<file path="config.mk">
export PLATFORM = sky130hd
export DESIGN_NAME = jpeg_dht_canonical_code_gen_unit
export DESIGN_NICKNAME = d
export VERILOG_FILES = /design/src/design/jdht_pkg.sv /design/src/design/jdht_seq.sv /design/src/design/jpeg_dht_canonical_code_gen_unit.sv
export VERILOG_INCLUDE_DIRS = /design/src /design/src/design
export SDC_FILE = /design/constraint.sdc
export NUM_CORES = 1
export LEC_CHECK = 0
export BUFFER_PORTS_ARGS = -buffer_cell sky130_fd_sc_hd__buf_2
export CAP_MARGIN = 10
export CORE_MARGIN = 2
export CORE_UTILIZATION = 55
export DETAILED_ROUTE_END_ITERATION = 10
export PLACE_DENSITY = 0.72
export SLEW_MARGIN = 30
export SYNTH_ARGS = -nofsm -noshare
export SYNTH_HDL_FRONTEND = slang
export SYNTH_SLANG_ARGS = --single-unit
</file>
<file path="constraint.sdc">
create_clock -name clk -period 6.9 [get_ports clk]
set_clock_uncertainty 0.05 [all_clocks]
set_input_delay 0.69 -clock clk [delete_from_list [all_inputs] [get_ports clk]]
set_output_delay 0.69 -clock clk [all_outputs]
set_load 0.01 [all_outputs]
</file>
<file path="src/design/jpeg_dht_canonical_code_gen_unit_assert.svh">
// Assertion macros for the DHT code generator.
`ifndef JPEG_DHT_CANONICAL_CODE_GEN_UNIT_ASSERT_SVH
`define JPEG_DHT_CANONICAL_CODE_GEN_UNIT_ASSERT_SVH
`ifndef SYNTHESIS
`define JDHT_ASSERT_IMPLY(label, clk, rst_n, a, b) \
	label: assert property (@(posedge clk) disable iff (!rst_n) (a) |-> (b)) \
	else $error("jdht: implication check failed");
`define JDHT_ASSERT_NEXT(label, clk, rst_n, a, b) \
	label: assert property (@(posedge clk) disable iff (!rst_n) (a) |=> (b)) \
	else $error("jdht: next-cycle check failed");
`else
`define JDHT_ASSERT_IMPLY(label, clk, rst_n, a, b)
`define JDHT_ASSERT_NEXT(label, clk, rst_n, a, b)
`endif
`endif

</file>
<file path="src/design/jdht_pkg.sv">
package jdht_pkg;

	typedef logic [2:0] step_t;

	localparam step_t STEP_LEN_HI  = 3'd0;
	localparam step_t STEP_LEN_LO  = 3'd1;
	localparam step_t STEP_CLASS   = 3'd2;
	localparam step_t STEP_COUNTS  = 3'd3;
	localparam step_t STEP_START   = 3'd4;
	localparam step_t STEP_ADVANCE = 3'd5;
	localparam step_t STEP_SYMBOL  = 3'd6;

	typedef enum logic [2:0] {
		OP_NOP,
		OP_LEN_HI,
		OP_LEN_LO,
		OP_CLASS,
		OP_COUNT,
		OP_START,
		OP_ADVANCE,
		OP_SYMBOL
	} op_t;

	typedef enum logic [2:0] {
		C_ALWAYS,
		C_MORE_COUNTS,
		C_EMPTY,
		C_ADVANCE,
		C_LAST
	} cond_t;

	typedef struct packed {
		op_t   op;
		logic  wait_in;
		logic  wait_out;
		cond_t cond;
		step_t tgt_t;
		step_t tgt_f;
	} ctrl_t;

	typedef struct packed {
		logic more_counts;
		logic empty;
		logic advance;
		logic last;
	} flags_t;

	localparam logic [1:0] ST_OK  = 2'd0;
	localparam logic [1:0] ST_LEN = 2'd1;
	localparam logic [1:0] ST_OVF = 2'd2;

	localparam logic [15:0] HDR_BYTES = 16'd19;
	localparam logic [4:0]  ROWS      = 5'd16;

	// control store
	function automatic ctrl_t ucode(step_t s);
		ctrl_t w;
		case (s)
			STEP_LEN_HI:  w = '{OP_LEN_HI,  1'b1, 1'b0, C_ALWAYS,      STEP_LEN_LO,  STEP_LEN_LO};
			STEP_LEN_LO:  w = '{OP_LEN_LO,  1'b1, 1'b0, C_ALWAYS,      STEP_CLASS,   STEP_CLASS};
			STEP_CLASS:   w = '{OP_CLASS,   1'b1, 1'b0, C_ALWAYS,      STEP_COUNTS,  STEP_COUNTS};
			STEP_COUNTS:  w = '{OP_COUNT,   1'b1, 1'b0, C_MORE_COUNTS, STEP_COUNTS,  STEP_START};
			STEP_START:   w = '{OP_START,   1'b0, 1'b1, C_EMPTY,       STEP_LEN_HI,  STEP_ADVANCE};
			STEP_ADVANCE: w = '{OP_ADVANCE, 1'b0, 1'b0, C_ADVANCE,     STEP_ADVANCE, STEP_SYMBOL};
			STEP_SYMBOL:  w = '{OP_SYMBOL,  1'b1, 1'b1, C_LAST,        STEP_LEN_HI,  STEP_ADVANCE};
			default:      w = '{OP_NOP,     1'b0, 1'b0, C_ALWAYS,      STEP_LEN_HI,  STEP_LEN_HI};
		endcase
		return w;
	endfunction

endpackage

</file>
<file path="src/design/jdht_seq.sv">
module jdht_seq (
	input  logic           clk,
	input  logic           arst_n,
	input  jdht_pkg::flags_t flags,
	input  logic           in_valid,
	input  logic           out_free,
	output jdht_pkg::ctrl_t  ctrl,
	output logic           go,
	output logic           taken
);
	import jdht_pkg::*;

	step_t pc_q;
	step_t pc_d;

	assign ctrl = ucode(pc_q);

	// a step holds while its word or its result slot is not available
	assign go = !((ctrl.wait_in && !in_valid) || (ctrl.wait_out && !out_free));

	always_comb begin
		case (ctrl.cond)
			C_ALWAYS:      taken = 1'b1;
			C_MORE_COUNTS: taken = flags.more_counts;
			C_EMPTY:       taken = flags.empty;
			C_ADVANCE:     taken = flags.advance;
			C_LAST:        taken = flags.last;
			default:       taken = 1'b0;
		endcase
	end

	always_comb begin
		if (!go) begin
			pc_d = pc_q;
		end else if (taken) begin
			pc_d = ctrl.tgt_t;
		end else begin
			pc_d = ctrl.tgt_f;
		end
	end

	always_ff @(posedge clk or negedge arst_n) begin
		if (!arst_n) begin
			pc_q <= STEP_LEN_HI;
		end else begin
			pc_q <= pc_d;
		end
	end

endmodule

</file>
<file path="src/design/jpeg_dht_canonical_code_gen_unit.sv">
// channel | signals                      | direction | word
// in      | in_valid, in_stall, byte_in  | sink      | one segment byte
// out     | out_valid, out_stall, fields | source    | one code result
//
// Each header byte is one step. A symbol byte is one symbol step plus one
// step in the row walk, plus one more per code length stepped over; the unit
// takes no new symbol byte until the walk has found the next row.
// The sixteenth count byte is followed by a start step and, if needed, the walk.
// Reset returns to waiting for the length high byte; count rows are not cleared.
// A held result in the output register stalls symbol bytes and the start step.
module jpeg_dht_canonical_code_gen_unit #(
	parameter int MAX_CODE_LENGTH = 16
) (
	input  logic        clk,
	input  logic        arst_n,
	input  logic        in_valid,
	output logic        in_stall,
	input  logic [7:0]  byte_in,
	output logic        out_valid,
	input  logic        out_stall,
	output logic [7:0]  symbol,
	output logic [15:0] code,
	output logic [4:0]  code_length,
	output logic [3:0]  table_class,
	output logic [3:0]  table_id,
	output logic        symbol_valid,
	output logic        last,
	output logic [1:0]  status
);
	import jdht_pkg::*;

	`include "jpeg_dht_canonical_code_gen_unit_assert.svh"

	localparam logic [4:0]  MAX_LEN  = 5'(MAX_CODE_LENGTH);
	localparam logic [17:0] CODE_SAT = 18'h10000;

	ctrl_t  ctrl;
	flags_t flags;
	logic   go;
	logic   taken;
	logic   out_free;
	logic   in_acc;
	logic   out_load;

	logic [15:0] decl_len_q;
	logic [7:0]  row_counts_q [16];
	logic [3:0]  cnt_idx_q;
	logic [11:0] total_q;
	logic [11:0] seen_q;
	logic [4:0]  cur_len_q;
	logic [7:0]  left_q;
	logic [16:0] next_code_q;
	logic [7:0]  class_id_q;

	logic        out_valid_q;
	logic [7:0]  symbol_q;
	logic [15:0] code_q;
	logic [4:0]  len_q;
	logic [7:0]  cls_q;
	logic        sym_valid_q;
	logic        last_q;
	logic [1:0]  status_q;

	logic [7:0]  row_rd;
	logic [11:0] seen_inc;
	logic [17:0] shl_wide;
	logic [17:0] inc_wide;
	logic [16:0] code_shl;
	logic [16:0] code_inc;
	logic        over;
	logic        len_bad;
	logic [1:0]  sym_status;

	jdht_seq u_seq (
		.clk      (clk),
		.arst_n   (arst_n),
		.flags    (flags),
		.in_valid (in_valid),
		.out_free (out_free),
		.ctrl     (ctrl),
		.go       (go),
		.taken    (taken)
	);

	assign out_free = !out_valid_q || !out_stall;
	assign in_stall = !(ctrl.wait_in && (!ctrl.wait_out || out_free));
	assign in_acc   = in_valid && !in_stall;

	assign row_rd   = row_counts_q[cur_len_q[3:0]];
	assign seen_inc = seen_q + 12'd1;

	assign flags.more_counts = (cnt_idx_q != 4'hF);
	assign flags.empty       = (total_q == 12'd0);
	assign flags.advance     = (left_q == 8'd0) && (cur_len_q < ROWS);
	assign flags.last        = (seen_inc >= total_q);

	// running code saturates so an overflow sticks for the segment
	assign shl_wide = {next_code_q, 1'b0};
	assign inc_wide = {1'b0, next_code_q} + 18'd1;
	assign code_shl = (shl_wide > CODE_SAT) ? CODE_SAT[16:0] : shl_wide[16:0];
	assign code_inc = (inc_wide > CODE_SAT) ? CODE_SAT[16:0] : inc_wide[16:0];

	assign over = (cur_len_q > MAX_LEN) || (cur_len_q == 5'd0) ||
		((next_code_q >> cur_len_q) != 17'd0);
	assign len_bad    = (decl_len_q != ({4'd0, total_q} + HDR_BYTES));
	assign sym_status = (flags.last && len_bad) ? ST_LEN : (over ? ST_OVF : ST_OK);

	assign out_load = go && ((ctrl.op == OP_START && flags.empty) || ctrl.op == OP_SYMBOL);

	always_ff @(posedge clk or negedge arst_n) begin
		if (!arst_n) begin
			decl_len_q  <= '0;
			cnt_idx_q   <= '0;
			total_q     <= '0;
			seen_q      <= '0;
			cur_len_q   <= '0;
			left_q      <= '0;
			next_code_q <= '0;
			class_id_q  <= '0;
		end else if (go) begin
			case (ctrl.op)
				OP_LEN_HI: begin
					decl_len_q <= {8'd0, byte_in};
				end
				OP_LEN_LO: begin
					decl_len_q <= {decl_len_q[7:0], byte_in};
				end
				OP_CLASS: begin
					class_id_q <= byte_in;
					cnt_idx_q  <= '0;
					total_q    <= '0;
				end
				OP_COUNT: begin
					total_q   <= total_q + {4'd0, byte_in};
					cnt_idx_q <= cnt_idx_q + 4'd1;
				end
				OP_START: begin
					seen_q      <= '0;
					cur_len_q   <= '0;
					next_code_q <= '0;
					left_q      <= '0;
				end
				OP_ADVANCE: begin
					if (taken) begin
						cur_len_q   <= cur_len_q + 5'd1;
						next_code_q <= code_shl;
						left_q      <= row_rd;
					end
				end
				OP_SYMBOL: begin
					seen_q <= seen_inc;
					if (!flags.last) begin
						next_code_q <= code_inc;
						if (left_q != 8'd0) begin
							left_q <= left_q - 8'd1;
						end
					end
				end
				default: begin
				end
			endcase
		end
	end

	// count rows: written by the count bytes before any read
	always_ff @(posedge clk) begin
		if (go && ctrl.op == OP_COUNT) begin
			row_counts_q[cnt_idx_q] <= byte_in;
		end
	end

	always_ff @(posedge clk or negedge arst_n) begin
		if (!arst_n) begin
			out_valid_q <= 1'b0;
		end else if (out_load) begin
			out_valid_q <= 1'b1;
		end else if (!out_stall) begin
			out_valid_q <= 1'b0;
		end
	end

	always_ff @(posedge clk) begin
		if (out_load) begin
			cls_q <= class_id_q;
			if (ctrl.op == OP_SYMBOL) begin
				symbol_q    <= byte_in;
				code_q      <= over ? 16'd0 : next_code_q[15:0];
				len_q       <= cur_len_q;
				sym_valid_q <= 1'b1;
				last_q      <= flags.last;
				status_q    <= sym_status;
			end else begin
				symbol_q    <= '0;
				code_q      <= '0;
				len_q       <= '0;
				sym_valid_q <= 1'b0;
				last_q      <= 1'b1;
				status_q    <= (decl_len_q == HDR_BYTES) ? ST_OK : ST_LEN;
			end
		end
	end

	assign out_valid    = out_valid_q;
	assign symbol       = symbol_q;
	assign code         = code_q;
	assign code_length  = len_q;
	assign table_class  = cls_q[7:4];
	assign table_id     = cls_q[3:0];
	assign symbol_valid = sym_valid_q;
	assign last         = last_q;
	assign status       = status_q;

	`JDHT_ASSERT_IMPLY(a_len_range, clk, arst_n, 1'b1, cur_len_q <= ROWS)
	`JDHT_ASSERT_NEXT(a_sym_result, clk, arst_n, in_acc && ctrl.op == OP_SYMBOL, out_valid_q)
	`JDHT_ASSERT_IMPLY(a_row_ready, clk, arst_n, ctrl.op == OP_SYMBOL, left_q != 8'd0 || cur_len_q == ROWS)
	`JDHT_ASSERT_IMPLY(a_marker_last, clk, arst_n, out_valid_q && !sym_valid_q, last_q && len_q == 5'd0)

endmodule

</file>
Yosys cells after proc, flatten, opt, wreduce, memory -nomap -nowiden
Memory sizes are Yosys's and may differ from the RTL's.
Index checks and enable logic that the tools add are counted.

word-level totals
  register bits after elaboration = 127
  bits of input ports = 12
  RAM bits = 128
  memories = 1
  word-level logic and storage cells = 125

operators by class
  shifts and indexed selects = 1
  $lt $le $gt $ge = 5
  add/subtract/negate cells = 7
  eq/ne operators = 24
  bitwise gates (word level) = 2
  multiplexer cells = 27
  reductions and logical operators = 41

memories
  name          words  bits a word  read ports  clocked after Yosys merged registers in  wr ports  RTL line                                source
  row_counts_q  16     8            1           0                                        1         jpeg_dht_canonical_code_gen_unit.sv:46  logic [7:0] row_counts_q [16];

operators by type and width
  operator                 number
  $pmux W14 S7             1
  $mux W17                 4
  $pmux W17 S3             1
  $pmux W12 S2             2
  $gt A18 B17 Y1 const B   2
  $pmux W16 S2             1
  $eq A3 B3 Y1 const B     8
  $mux W8                  3
  $pmux W8 S3              1
  $add A17 B1 Y18 const B  1
  $eq A3 B2 Y1 const B     6
  $reduce_bool A17 Y1      1
  $shr A17 B5 Y17          1
  $eq A16 B5 Y1 const B    1
  $ne A16 B13 Y1           1
  $add A12 B5 Y13 const B  1
  $add A12 B1 Y12 const B  1
  $add A12 B8 Y12          1
  $ge A12 B12 Y1           1
  $logic_not A12 Y1        1
  $pmux W5 S2              1
  $eq A3 B1 Y1 const B     3
  $logic_and A1 B1 Y1      8
  $logic_not A8 Y1         1
  other kinds (27)         55

Logic depth before layout (Yosys ltp)
  depth in word-level cells = 9
  depth in mapped cells = 16
  gate-level depth less buffers = 14

By module
Synthesis repeated with hierarchy kept, for this count alone.

second synthesis, totals
  cell total of the unflattened synthesis = 1,028
  area total of the unflattened synthesis = 12,630.9 um^2

by module, submodules not included
  module                            times used  seq. area each (um^2)  cells an instance  area each (um^2)
  jpeg_dht_canonical_code_gen_unit  1           7,151.9                977                12,260.5
  jdht_seq                          1           75.1                   51                 370.4

Worst setup path before layout
Ideal clock, no wire load.

  path kind = input -> register
  from = input port in_valid
  to = register cls_q[0] (enable)
  data required time = 6,411 ps
  arrival = 3,073 ps
  setup slack = 3,338 ps
  stages on the path = 4
  setup time = 439 ps
  cell sequence = clkbuf_1 -> o22a_1 -> o22ai_1 -> nor2_1

between the ends
  word-level cells in the longest chain between the ends = 5

ends and longest elaborated chain
  item                    RTL line                                 source
  start: declaration      jpeg_dht_canonical_code_gen_unit.sv:16   input logic in_valid,
  $logic_not A1 Y1        jdht_seq.sv:19                           assign go = !((ctrl.wait_in && !in_valid) || (ctrl.wait_out && !out_free));
  $logic_and A1 B1 Y1     jdht_seq.sv:19
  $logic_or A1 B1 Y1      jdht_seq.sv:19
  $logic_not A1 Y1        jdht_seq.sv:19
  $logic_and A1 B1 Y1     jpeg_dht_canonical_code_gen_unit.sv:108  assign out_load = go && ((ctrl.op == OP_START && flags.empty) || ctrl.op == OP_SYMBOL);
  net out_load            jpeg_dht_canonical_code_gen_unit.sv:43   logic out_load;
  end signal: assignment  jpeg_dht_canonical_code_gen_unit.sv:184  cls_q <= class_id_q;
  end: declaration        jpeg_dht_canonical_code_gen_unit.sv:59   logic [7:0] cls_q;

The timed path passes the listed nets, and every way through them passes these cells.
A chain may end at the register's enable or synchronous reset.

Worst setup path after layout
  from = register seen_q[0]
  to = register left_q[0]

between the ends
  word-level cells in the longest chain between the ends = 5

ends and longest elaborated chain
  item                                  RTL line                                 source
  start: declaration                    jpeg_dht_canonical_code_gen_unit.sv:49   logic [11:0] seen_q;
  start signal: assignment              jpeg_dht_canonical_code_gen_unit.sv:151  seen_q <= seen_inc;
  $add A12 B1 Y12 *                     jpeg_dht_canonical_code_gen_unit.sv:90   assign seen_inc = seen_q + 12'd1;
  $ge A12 B12 Y1 *                      jpeg_dht_canonical_code_gen_unit.sv:95   assign flags.last = (seen_inc >= total_q);
  $pmux W1 S5                           jdht_seq.sv:22                           case (ctrl.cond)
  $ne A2 B2 Y1 (no source line)         -
  $reduce_and A5 Y1 (no source line) *  -
  end signal: assignment                jpeg_dht_canonical_code_gen_unit.sv:147  left_q <= row_rd;
  end signal: assignment                jpeg_dht_canonical_code_gen_unit.sv:155  left_q <= left_q - 8'd1;
  end: declaration                      jpeg_dht_canonical_code_gen_unit.sv:51   logic [7:0] left_q;

Every way passes the cells marked *; elsewhere a longest branch is shown, timed or not.

==> reports/metrics.csv <==
metric;value;unit
maximum buffer depth of the clock tree;3;
sum of overflow across all layers after global routing;0;
number of H-tree levels;1;
hold slack;0.0742;ns
Register Area;7230;um2
Initial Util;56.5;%
clk root buf;sky130_fd_sc_hd__clkbuf_16;
number of nets still failing antenna checks after routing;0;
area inside the core boundary;22800;um2
number of buffer cells added on primary ports;54;
final max-slew violation count;0;
result of the run;complete, no violations;
nets;1105;
sort of element at the end of the critical path;flop;
Post-Layout Inst Area;14100;um2
Final Hold Viols;0;
Slowest cell on crit path;sky130_fd_sc_hd__nor2_4;
post-CTS setup-driven buffer insertion count;0;
global-route wire length before repair;47.2;mm
setup repair after global routing missed its margin;false;
half-perimeter wire length of the detailed placement result;19.0;mm
final worst setup slack;2.73;ns
distinct cell type count of the synthesized netlist;90;
power per standard cell area;389;nW/um2
post-synthesis register bit count;255;
clock tree from TritonCTS;built;
summed instance area of the synthesized netlist;12900;um2
crit-path cells;and3_1, nand3_1, nor2_1, and3_1, nand3_1, xnor2_1, ha_1, and4_4, nor2b_1, or4_1, o22a_1, nor2_4, o21ai_2, mux2_2;
worst vdd rail ir drop;0.000242;V
measured slew at the worst slew-check pin;0.889;ns
launch instance of the worst register-to-register path;seen_q[0]$_DFFE_PN0P_;
clock latency on the worst-skew pair;0.55;ns
share of layout cells above drive strength 1;18.2;%
worst setup path startpoint;seen_q[0]$_DFFE_PN0P_;
via count normalized by instance count;6.22;
final RePlAce weighted congestion;0.907;
dominant register cell in the synthesized netlist;sky130_fd_sc_hd__edfxtp_1;
per-instance average area after synthesis;12.5;um2
EDFF count, synth;169;
category of the worst setup path launch point;flop;
share of async-settable or async-resettable flops after synthesis;33.7;%
final-layout setup total negative slack;0;ns
highest clock rate;240;MHz
syn_nets;1077;
Chip Width;157;um
Total Routed Length;29.6;mm
DR iter-0 viols;767;
Maximum Capacitance Violations;0;
number of cells after detailed placement;1344;
proportion of synthesized chip area in sequential cells;56.1;%
Top Family by Delay on Critical Path;simple AND/OR/NAND/NOR gates;
crit path buf inv count;0;
Hold WC Path Type;input pin to async pin;
Rel. slew slack;40.7;%
Worst path max stage delay;0.56;ns
footprint of the multi-input gates;5220;um2
synth-to-layout area growth;9.78;%
number of cells upsized or downsized after cts;0;
Static Leakage;5.32;nW
placed inst area;13300;um2
Synth warnings;0;
1st-pass router iterations;5;
antenna violations before repair;1;
largest net degree at the start of global routing;50;
pre-CTS WS;2.73;ns
GRT Util Overall;24.9;%
CTS clk-pin slew, worst paths;0.07;ns
startpoint-to-endpoint class of the critical path;flop to flop;
Site Rows;55;
final setup violating endpoints;0;
drc violations;0;
data arrival time of the worst path;4.55;ns
Boundary Pins;55;
count of fill cells added during filler insertion;1732;
required time of the critical path;7.28;ns
clock sink total;255;
number of standard cells in the final layout excluding fillers;1394;
Synth Instances;1032;
number of global-route vias before repair;8432;
die outline area;24600;um2
wire length per cell;21.2;um
Tmin final;4.17;ns
chip height;157;um
total vias in the final route;8676;
number of buffers added by the clock tree synthesis step;26;
maximum fanout count along the critical path;25;
fraction of the cycle the final worst path needs;60.5;%
count of hold-fix buffers inserted at cts;0;
[worst paths after layout]
path                                             to  slack, ns  depth (start not counted)
min in group clk                 cls_q[7]$_DFFE_PP_       0.39                          0
max                           left_q[0]$_DFFE_PN0P_       2.73                         14
max in group asynchronous  cur_len_q[0]$_DFFE_PN0P_       5.67                          2
min reg2reg                      cls_q[7]$_DFFE_PP_       0.39                          0
min                           seen_q[1]$_DFFE_PN0P_       0.07                          1
max reg2reg                   left_q[0]$_DFFE_PN0P_       2.73                         14
[layout by cell type (no fill, tap or decap), drive strengths merged, types with 34 or more instances in the layout]
cell    instances
nor2           52
a21oi          34
edfxtp        169
dfrtp          86
nand3          41
clkbuf         37
nand2          99
mux4           40
inv            37
buf            62
and2           45
o21ai          50
[power by group]
part           switching [mW]  internal (mW)  total (mW)
combinational           0.974          0.811        1.78
clock                   0.594          0.753        1.35
sequential              0.466           1.90        2.37
total                    2.03           3.47        5.50
[layer usage]
layer | up-vias | track usage [%] | wire length, um
li1 | 3963 | - | -
met4 | 0 | 5.72 | 456
met3 | 35 | 4.27 | 2080
met5 | - | 0 | 0
met1 | 4347 | 36.0 | 12900
met2 | 331 | 39.7 | 14100
[layout make-up]
cell class	count	share of cell area, %
well taps	313	2.77
flip-flops and latches	255	51.1
clock buffers	37	4.97
clock inverters	11	0.797
inverters	38	1.01
diodes	1	0.0177
repair buffers	62	2.38
multi-input cells	677	36.9
[stage by stage]
step | util, % | total power, mW
final | 62.0 | 5.50
after global routing | 62.0 | 5.80
after CTS | 62.0 | 5.50
after detailed placement | 58.4 | 4.15
after global placement | 58.4 | 4.10
after floorplan | - | 3.68
[cell families (layout without fill, tap and decap cells)]
group	count (synthesis)	after routing	synth area share (%)
DFF	255	255	56.1
xor gates and xnor gates	38	38	2.59
adders and majority gates	33	33	3.27
buffers and inverters	100	148	3.52
AOI/OAI and AO/OA	198	198	11.0
and+or+nand+nor	340	340	14.1
muxes	68	68	9.38
other	0	1	0
[Yosys cell counts (all sizes together) (8+ instances only)]
master | number | area share, %
ha | 32 | 3.1
nand3 | 41 | 1.6
mux2 | 21 | 1.8
clkbuf | 29 | 0.87
a22o | 10 | 0.68
and3 | 14 | 0.72
nor2 | 52 | 1.7
o211ai | 15 | 0.87
o2111ai | 9 | 0.61
nand4 | 18 | 0.92
nand2 | 99 | 2.9
nor2b | 10 | 0.49
nor4 | 12 | 0.75
mux4 | 40 | 7.0
inv | 37 | 1.1
xnor2 | 17 | 1.2
o311ai | 8 | 0.95
edfxtp | 169 | 39
xor2 | 21 | 1.4
buf | 33 | 1.5
and2 | 45 | 2.2
o21ai | 50 | 2.0
nor3 | 22 | 1.0
a21oi | 34 | 1.4
dfrtp | 86 | 17
[registers in the layout (all words and copies together) (netlist names), 2 cells and up]
| signal | count |
|---|---|
| decl_len_q | 16 |
| cls_q | 8 |
| u_seq.pc_q | 3 |
| status | 2 |
| left_q | 8 |
| row_counts_q | 128 |
| symbol | 8 |
| code | 16 |
| class_id_q | 8 |
| next_code_q | 17 |
| seen_q | 12 |
| total_q | 12 |
| cur_len_q | 5 |
| code_length | 5 |
| cnt_idx_q | 4 |
Power figures use the tool's default switching activity.
